$ cat src/hw/rtl/octt_pkg.sv
`default_nettype none

package octt_pkg;

  // span and lag settings of the oscillator
  localparam int LONG_SPAN  = 34;
  localparam int SHORT_SPAN = 5;
  localparam int LAG_STEP   = 7;
  localparam int PRICE_BITS = 24;

  // derived widths
  localparam int MID_W     = PRICE_BITS + 1;
  localparam int LSUM_W    = MID_W + $clog2(LONG_SPAN + 1);
  localparam int SSUM_W    = MID_W + $clog2(SHORT_SPAN + 1);
  localparam int OSC_W     = LSUM_W + $clog2(SHORT_SPAN + 1) + 2;
  localparam int GAIN_W    = 7;
  localparam int COEF_W    = GAIN_W + 1;
  localparam int PROD_W    = OSC_W + COEF_W;
  localparam int D_W       = PROD_W + 2;
  localparam int PROFIT_W  = 40;
  localparam int TALLY_W   = 20;
  localparam int NUM_GAINS = 4;
  localparam int CFG_IDX_W = 2;
  localparam int PPTR_W    = $clog2(LONG_SPAN);
  localparam int PCNT_W    = $clog2(LONG_SPAN + 1);
  localparam int OPTR_W    = (LAG_STEP > 1) ? $clog2(LAG_STEP) : 1;
  localparam int OCNT_W    = $clog2(LAG_STEP + 1);

  // coefficient is this base minus the gain setting
  localparam int GAIN_BASE = 100;

  localparam logic [TALLY_W-1:0] TALLY_MAX = {TALLY_W{1'b1}};

  // register indexes of the config port
  localparam logic [CFG_IDX_W-1:0] REG_GAIN_NOW   = 2'd0;
  localparam logic [CFG_IDX_W-1:0] REG_GAIN_LAG7  = 2'd1;
  localparam logic [CFG_IDX_W-1:0] REG_GAIN_LAG14 = 2'd2;
  localparam logic [CFG_IDX_W-1:0] REG_GAIN_LAG21 = 2'd3;

  // signal sign codes
  localparam logic [1:0] SIGN_ZERO = 2'd0;
  localparam logic [1:0] SIGN_POS  = 2'd1;
  localparam logic [1:0] SIGN_NEG  = 2'd2;

  typedef struct packed {
    logic [PRICE_BITS-1:0] bar_high;
    logic [PRICE_BITS-1:0] bar_low;
    logic [PRICE_BITS-1:0] bar_open;
    logic [PRICE_BITS-1:0] bar_close;
    logic                  in_window;
    logic                  window_end;
  } bar_t;

  typedef struct packed {
    logic                       opened;
    logic                       closed;
    logic [1:0]                 signal_sign;
    logic signed [PROFIT_W-1:0] running_profit;
    logic [TALLY_W-1:0]         deals_done;
  } res_t;

  // bar fields that the trade logic still needs
  typedef struct packed {
    logic [PRICE_BITS-1:0] bar_open;
    logic [PRICE_BITS-1:0] bar_close;
    logic                  in_window;
    logic                  window_end;
  } trade_t;

  // request from the running-sum stage to the signal stages
  typedef struct packed {
    logic                    valid;
    logic signed [OSC_W-1:0] osc;
    trade_t                  trade;
  } osc_req_t;

  // one history entry: oscillator one, two and three lag steps apart
  typedef struct packed {
    logic signed [OSC_W-1:0] lag_a;
    logic signed [OSC_W-1:0] lag_b;
    logic signed [OSC_W-1:0] lag_c;
  } hist_t;

endpackage

`default_nettype wire

$ cat src/hw/rtl/octt_sum_stage.sv
`default_nettype none

module octt_sum_stage (
  input  logic              clk,
  input  logic              rst_n,
  input  logic              adv,
  input  logic              bar_take,
  input  octt_pkg::bar_t    bar,
  output octt_pkg::osc_req_t osc_req
);
  import octt_pkg::*;

  logic [MID_W-1:0]        price_mem [LONG_SPAN];
  logic [PPTR_W-1:0]       pptr_r;
  logic [PPTR_W-1:0]       pptr_nxt;
  logic [PPTR_W-1:0]       sh_addr;
  logic [PCNT_W-1:0]       pcnt_r;
  logic [PCNT_W-1:0]       pcnt_nxt;
  logic [MID_W-1:0]        mid2;
  logic [MID_W-1:0]        sh_rd_r;
  logic [MID_W-1:0]        lg_rd_r;
  logic [MID_W-1:0]        sh_old;
  logic [MID_W-1:0]        lg_old;
  logic                    s1_vld_r;
  logic [MID_W-1:0]        s1_mid_r;
  logic                    s1_sh_ok_r;
  logic                    s1_lg_ok_r;
  trade_t                  s1_trade_r;
  logic [LSUM_W-1:0]       long_sum_r;
  logic [LSUM_W-1:0]       long_sum_nxt;
  logic [SSUM_W-1:0]       short_sum_r;
  logic [SSUM_W-1:0]       short_sum_nxt;
  logic [OSC_W-1:0]        osc_nxt;
  logic                    osc_vld_r;
  logic signed [OSC_W-1:0] osc_val_r;
  trade_t                  osc_trade_r;

  // midpoint sum and ring pointers
  assign mid2     = MID_W'(bar.bar_high) + MID_W'(bar.bar_low);
  assign pptr_nxt = (pptr_r == PPTR_W'(LONG_SPAN - 1)) ? '0 : pptr_r + 1'b1;
  assign pcnt_nxt = (pcnt_r == PCNT_W'(LONG_SPAN)) ? pcnt_r : pcnt_r + 1'b1;
  assign sh_addr  = (pptr_r >= PPTR_W'(SHORT_SPAN)) ? pptr_r - PPTR_W'(SHORT_SPAN)
                                                    : pptr_r + PPTR_W'(LONG_SPAN - SHORT_SPAN);

  // price ring: new midpoint in, short and long tails out
  always_ff @(posedge clk) begin
    if (bar_take) begin
      price_mem[pptr_r] <= mid2;
      sh_rd_r           <= price_mem[sh_addr];
      lg_rd_r           <= price_mem[pptr_r];
    end
  end

  // tails not yet written count as zero
  assign sh_old = s1_sh_ok_r ? sh_rd_r : '0;
  assign lg_old = s1_lg_ok_r ? lg_rd_r : '0;

  // running sums and oscillator from sums before this bar
  assign long_sum_nxt  = long_sum_r + LSUM_W'(s1_mid_r) - LSUM_W'(lg_old);
  assign short_sum_nxt = short_sum_r + SSUM_W'(s1_mid_r) - SSUM_W'(sh_old);
  assign osc_nxt = OSC_W'(SHORT_SPAN) * OSC_W'(long_sum_r)
                 - OSC_W'(LONG_SPAN) * OSC_W'(short_sum_r);

  // control and sum state
  always_ff @(posedge clk) begin
    if (!rst_n) begin
      pptr_r      <= '0;
      pcnt_r      <= '0;
      s1_vld_r    <= 1'b0;
      osc_vld_r   <= 1'b0;
      long_sum_r  <= '0;
      short_sum_r <= '0;
    end else begin
      if (bar_take) begin
        pptr_r <= pptr_nxt;
        pcnt_r <= pcnt_nxt;
      end
      if (adv) begin
        s1_vld_r  <= bar_take;
        osc_vld_r <= s1_vld_r;
      end
      if (adv && s1_vld_r) begin
        long_sum_r  <= long_sum_nxt;
        short_sum_r <= short_sum_nxt;
      end
    end
  end

  // stage payload
  always_ff @(posedge clk) begin
    if (bar_take) begin
      s1_mid_r             <= mid2;
      s1_sh_ok_r           <= (pcnt_r >= PCNT_W'(SHORT_SPAN));
      s1_lg_ok_r           <= (pcnt_r == PCNT_W'(LONG_SPAN));
      s1_trade_r.bar_open   <= bar.bar_open;
      s1_trade_r.bar_close  <= bar.bar_close;
      s1_trade_r.in_window  <= bar.in_window;
      s1_trade_r.window_end <= bar.window_end;
    end
    if (adv && s1_vld_r) begin
      osc_val_r   <= osc_nxt;
      osc_trade_r <= s1_trade_r;
    end
  end

  assign osc_req.valid = osc_vld_r;
  assign osc_req.osc   = osc_val_r;
  assign osc_req.trade = osc_trade_r;

endmodule

`default_nettype wire

$ cat config.mk
export PLATFORM = sky130hd
export DESIGN_NAME = octt_sum_stage
export DESIGN_NICKNAME = d
export VERILOG_FILES = /design/src/hw/rtl/octt_pkg.sv /design/src/hw/rtl/octt_sum_stage.sv
export SDC_FILE = /design/constraint.sdc
export NUM_CORES = 2
export LEC_CHECK = 0
export ABC_AREA = 1
export BUFFER_PORTS_ARGS = -buffer_cell sky130_fd_sc_hd__buf_2
export CAP_MARGIN = 20
export CORE_MARGIN = 3
export CORE_UTILIZATION = 55
export CTS_BUF_LIST = sky130_fd_sc_hd__clkbuf_4 sky130_fd_sc_hd__clkbuf_8
export CTS_CLUSTER_DIAMETER = 200
export CTS_CLUSTER_SIZE = 8
export DETAILED_ROUTE_END_ITERATION = 7
export PLACE_DENSITY = 0.82
export SETUP_SLACK_MARGIN = 0.2
export SYNTH_ARGS = -nofsm -noshare
export SYNTH_HDL_FRONTEND = slang
export SYNTH_SLANG_ARGS = --single-unit
export TNS_END_PERCENT = 50
$ cat constraint.sdc
create_clock -name clk -period 5.2 [get_ports clk]
set_input_delay 0.52 -clock clk [delete_from_list [all_inputs] [get_ports clk]]
set_output_delay 0.52 -clock clk [all_outputs]
set_load 0.03 [all_outputs]
== Yosys cells after proc, flatten, opt, wreduce, memory -nomap -nowiden ==
Memories as Yosys holds them, arrays and structs flattened. A register that Yosys moved wholly into a read port is not among the register bits.
Index checks and enable logic that the tools add are counted.

* Multipliers: 2
* Equal/unequal tests: 2
* Add/subtract/negate cells: 10
* Bitwise logic cells: 1
* $lt $le $gt $ge: 2
* Multiplexer cells: 6
* Reductions and logical operators: 2

{| class="wikitable"
|+ Operator list
! operator !! count
|-
| $mux W25 || 2
|-
| $sub A34 B34 Y35 || 1
|-
| $mul A3 B31 Y34 const A || 1
|-
| $mul A5 B28 Y33 const A || 1
|-
| $add A31 B25 Y31 || 1
|-
| $sub A31 B25 Y31 || 1
|-
| $add A28 B25 Y28 || 1
|-
| $sub A28 B25 Y28 || 1
|-
| $add A24 B24 Y25 || 1
|-
| $add A6 B1 Y6 const B || 2
|-
| $eq A6 B6 Y1 const B || 2
|-
| $ge A6 B3 Y1 const B || 2
|-
| $mux W6 || 2
|-
| $add A6 B5 Y6 const B || 1
|-
| $sub A6 B3 Y6 const B || 1
|-
| $mux W1 || 2
|-
| $reduce_and A2 Y1 || 1
|-
| $logic_and A1 B1 Y1 || 1
|-
| $not A1 Y1 || 1
|}

* Output and inout bits: 87
* Register bits after elaboration: 236
* Logic and storage cells: 44
* RAM bits: 850
* Memories: 1

{| class="wikitable"
|+ Memories
! name !! depth !! bits a word !! read ports !! clocked after Yosys merged registers in !! wr ports !! RTL line !! source
|-
| price_mem || 34 || 25 || 2 || 2 || 1 || octt_sum_stage.sv:13 || <nowiki>logic [MID_W-1:0] price_mem [LONG_SPAN];</nowiki>
|}

== Longest topological paths before layout ==
* Word-level depth: 3
* Depth in mapped cells: 28

== Worst setup path before layout ==
Ideal clock, no wire load.

* Kind: register to register
* From: register short_sum_r[1]
* To: register osc_val_r[29] (data pin)
* Path slack: 928 ps
* Setup time: 252 ps
* Arrival time: 4,020 ps
* Required time: 4,948 ps
* Period minus slack after synthesis: 4,272 ps
* Stages on the path, launching flop included: 24
* Buffers on the path: 0
* Cell sequence: dfxtp_1 ha_1 ha_1 fa_1 nand3_1 nand2_1 a21oi_1 o21ai_0 nand2_1 nand2_1 xnor2_1 ha_1 inv_1 fa_1 inv_1 ha_1 nand2_1 nor2_1 inv_1 nor2_1 nand3_1 or2_2 nand3_1 nand2_1

* Cells in the longest elaborated chain, start to end: 2

{| class="wikitable"
|+ RTL lines
! element !! RTL line !! source
|-
| from (decl) || octt_sum_stage.sv:31 || <nowiki>logic [SSUM_W-1:0] short_sum_r;</nowiki>
|-
| from (signal assigned) || octt_sum_stage.sv:84 || <nowiki>short_sum_r <= short_sum_nxt;</nowiki>
|-
| $mul A5 B28 Y33 || octt_sum_stage.sv:62 || <nowiki>- OSC_W'(LONG_SPAN) * OSC_W'(short_sum_r);</nowiki>
|-
| $sub A34 B34 Y35 || octt_sum_stage.sv:62 ||
|-
| named net osc_nxt[29] || octt_sum_stage.sv:33 || <nowiki>logic [OSC_W-1:0] osc_nxt;</nowiki>
|-
| to (signal assigned) || octt_sum_stage.sv:101 || <nowiki>osc_val_r <= osc_nxt;</nowiki>
|-
| to (decl) || octt_sum_stage.sv:35 || <nowiki>logic signed [OSC_W-1:0] osc_val_r;</nowiki>
|}

The timed path passes the listed nets, and every way through them passes these cells.
A chain may end at the register's enable or synchronous reset.

== Worst setup path in the final report ==
* From: register short_sum_r[0]
* To: register osc_val_r[30] (data pin)

The elaborated chain is that of the path after synthesis.

==> results.json <==
{
  "hold_path_class": "in2reg",
  "routed_wl_um": 190000,
  "synth_xor_area_frac": 0.0134,
  "synth-seq-area-share": 0.545,
  "arrival_ns": 5.34,
  "postSynthAreaPerCell_um2": 10.0,
  "die_x_um": 340,
  "r2r_start": "short_sum_r[0]",
  "ioPinCount": 189,
  "synth_edf_count": 1062,
  "final_cells": 7922,
  "synth_seq_cells": 1135,
  "start_kind": "register",
  "status": "completed",
  "clockRootBuffer": "clkbuf_8",
  "synth_adder_area_share": 0.0690,
  "viasPerCell": 6.26,
  "synth_top_family_by_area": "simple AND/OR/NAND/NOR gates",
  "synth_compound_area_frac": 0.0879,
  "synthMuxAreaShare": 0.0556,
  "dp_hpwl_um": 122000,
  "synthesis.area_um2": 61200,
  "crit_type": "reg2reg",
  "die_h_um": 340,
  "grt_max_degree": 162,
  "ys.flop_type": "edfxtp_1",
  "wl_per_cell_um": 23.9,
  "antenna_found_initial": 5,
  "cap_violations": 0,
  "mappedNetlistNets": 6514,
  "drt_iter0_markers": 7132,
  "fin_setup_tns_ns": 0,
  "synth.distinct_cells": 57,
  "cts_tree": "yes",
  "grt_pass1_wl_um": 283000,
  "power_leakage_uw": 0.0274,
  "setup_viol": 0,
  "drc": 0,
  "clk_pin_slew_ns": 0.11,
  "fmax_mhz": 213,
  "place_congestion": 1.00,
  "grt.total_usage": 0.320,
  "ant_nets": 0,
  "initial_core_util": 0.559,
  "crit_path_max_fanout": 4,
  "yosysWarnings": 0,
  "r2r-end": "osc_val_r[30]",
  "port_buffers": 188,
  "synth_top_area_share": 0.521,
  "holdPathEnd": "sh_rd_r[24]",
  "cpPeakStageDelay_ns": 0.47,
  "cp_common_cell": "nand2_1",
  "htree_levels": 4,
  "clk_latency_ns": 0.94,
  "worst_path_max_delay_cell": "fa_1",
  "period_share": 0.902,
  "path_cells": "ha_1 > ha_1 > fa_1 > nand3_1 > nand2_2 > nand2_1 > nand2_1 > nand2_1 > inv_1 > nand2_1 > nand2_1 > xnor2_1 > ha_1 > inv_1 > fa_1 > inv_1 > ha_1 > nand2_1 > inv_1 > a21oi_1 > o21ai_0 > a21oi_1 > o21ai_0 > xor2_1",
  "numPlacedInstances": 7655,
  "nNetsFinal": 6784,
  "hold_depth": 1,
  "fill_cells": 8728,
  "critPathRequiredTime_ns": 5.85,
  "r2r_slack_ns": 0.51,
  "first_pass_iters": 6,
  "synth_top_cell_by_area": "edfxtp_1",
  "clkSinkCount": 1135,
  "irDropWorstVdd_v": 0.000290,
  "cts_max_path_buffers": 3,
  "finClkSkew_ns": 0.0947,
  "route.vias.total": 49600,
  "drive_gt1_frac": 0.102,
  "period_needed_ns": 4.69,
  "grt_pass1_vias": 48600,
  "synth-simple-area-share": 0.167,
  "slew_viol_final": 0,
  "tightest_slew_ns": 1.20,
  "die_area_um2": 115000,
  "core_um2": 110000,
  "power_density_nw_per_um2": 363,
  "hold_viol_final": 0,
  "areaGrowthSynthToFinish_pct": 10.4,
  "cts_buffers": 159,
  "fp-row-count": 121,
  "cp-end-kind": "register",
  "power.total_uw": 24500,
  "async_reset_ff_frac": 0,
  "synth_cells": 6123,
  "synthTopCellsByArea": "edfxtp_1 52%, nand2_1 8.8%, mux2i_1 5.6%",
  "whs_ns": 0.0916,
  "slew_headroom": 0.199,
  "rsz0062_at_grt": "yes",
  "min_from": "bar_take",
  "grt_overflow_total": 0,
  "ff2ff_path_depth": 24
}
## worst max-delay path: cells and delay by family (launching register included)
kind / cells / cell delay [ns]
adders and majority gates: 6 / 2.00
AOI/OAI and AO/OA: 4 / 0.80
and+or+nand+nor: 8 / 0.71
buffers and inverters: 4 / 0.23
DFF: 1 / 0.35
xor gates and xnor gates: 2 / 0.32
## worst max path at each step
stage | start | end | slack [ns]
after CTS | short_sum_r[0] | osc_val_r[34] | 0.21
after global routing | short_sum_r[5] | osc_val_r[31] | 0.18
after global placement | short_sum_r[1] | osc_val_r[34] | 0.24
after detailed placement | short_sum_r[1] | osc_val_r[34] | 0.22
after floorplan | short_sum_r[1] | osc_val_r[29] | 0.93
final | short_sum_r[0] | osc_val_r[30] | 0.51
## synthesized netlist by cell type (15+ instances only)
library cell and n:
o21bai_1 15, clkbuf_1 110, dfxtp_1 73, inv_1 650, o21ai_0 206, a221oi_1 79
xor2_1 64, o2111ai_1 16, o211ai_1 34, nand3_1 540, nand2_1 1435, edfxtp_1 1062
buf_4 15, a22oi_1 70, ha_1 208, nand4_1 82, buf_1 22, a211oi_1 28
nor2_1 324, a21oi_1 347, nor3_1 31, fa_1 81, xnor2_1 28, buf_2 109
a22o_1 22, mux2i_1 340, a21o_1 16
## flip-flops by register name, indices dropped and copies added, names as in the netlist, 6 cells and up
signal / count
lg_rd_r: 25
s1_trade_r: 50
long_sum_r: 31
sh_rd_r: 25
price_mem: 850
osc_val_r: 35
pcnt_r: 6
s1_mid_r: 25
osc_req: 50
short_sum_r: 28
pptr_r: 6
## layout make-up
| cell class | count | area [um^2] | area share |
|---|---|---|---|
| tap | 1476 | 1850 | 0.0273 |
| clock inverter | 14 | 146 | 0.00217 |
| multi-input combinational | 4053 | 24500 | 0.363 |
| clock buffer | 198 | 2480 | 0.0367 |
| timing repair buffer | 379 | 2740 | 0.0405 |
| antenna | 2 | 5.00 | 0.0000740 |
| sequential | 1135 | 33400 | 0.493 |
| inverter | 665 | 2500 | 0.0370 |
## placed cells by master (no fill, tap or decap), drive strengths merged, types with 34 or more instances in the layout
cell type,Yosys,final
xor2,65,65
nand3,540,540
nor2,329,329
a221oi,79,79
a22oi,70,70
fa,81,81
nand2,1445,1445
inv,662,667
a21oi,348,348
o21ai,211,211
edfxtp,1062,1062
buf,160,328
nand4,83,83
dfxtp,73,73
o211ai,34,34
dlygate4sd3,0,51
mux2i,340,340
ha,208,208
clkbuf,110,198
## stage by stage
stage	utilization	area, um^2	worst slack [ns]
floorplan	-	61200	0.928
global placement	0.587	64300	0.238
detailed placement	0.587	64300	0.217
CTS	0.616	67500	0.213
global route	0.617	67600	0.180
finish	0.617	67600	0.507
## kinds of logic (layout without fill, tap and decap cells)
kind of cell	count (synthesis)	after routing
multiplexers	340	340
other	0	2
AO/OA/AOI/OAI	881	881
flip-flops	1135	1135
buffers and inverters	935	1256
adder cells (fa/ha/maj)	289	289
XOR/XNOR	93	93
AND/OR/NAND/NOR	2450	2450
## metal layers
| layer | track usage | share of wire |
|---|---|---|
| met1 | 0.394 | 0.35 |
| met2 | 0.516 | 0.46 |
| met3 | 0.0825 | 0.13 |
| met4 | 0.180 | 0.061 |
| met5 | 0 | 0.00022 |
## timing repair
action,CTS,global route
resized for setup,0,28
hold endpoints to repair,52,0
endpoints found under the setup margin,0,15
setup buffers,0,0
hold buffers,51,0
## where the power goes
part           internal, uW  total [uW]  switching (uW)
Clock                  3080        6450            3370
Sequential            10700       10900             134
Combinational          2180        7220            5040
(Power assumes the default switching activity.)
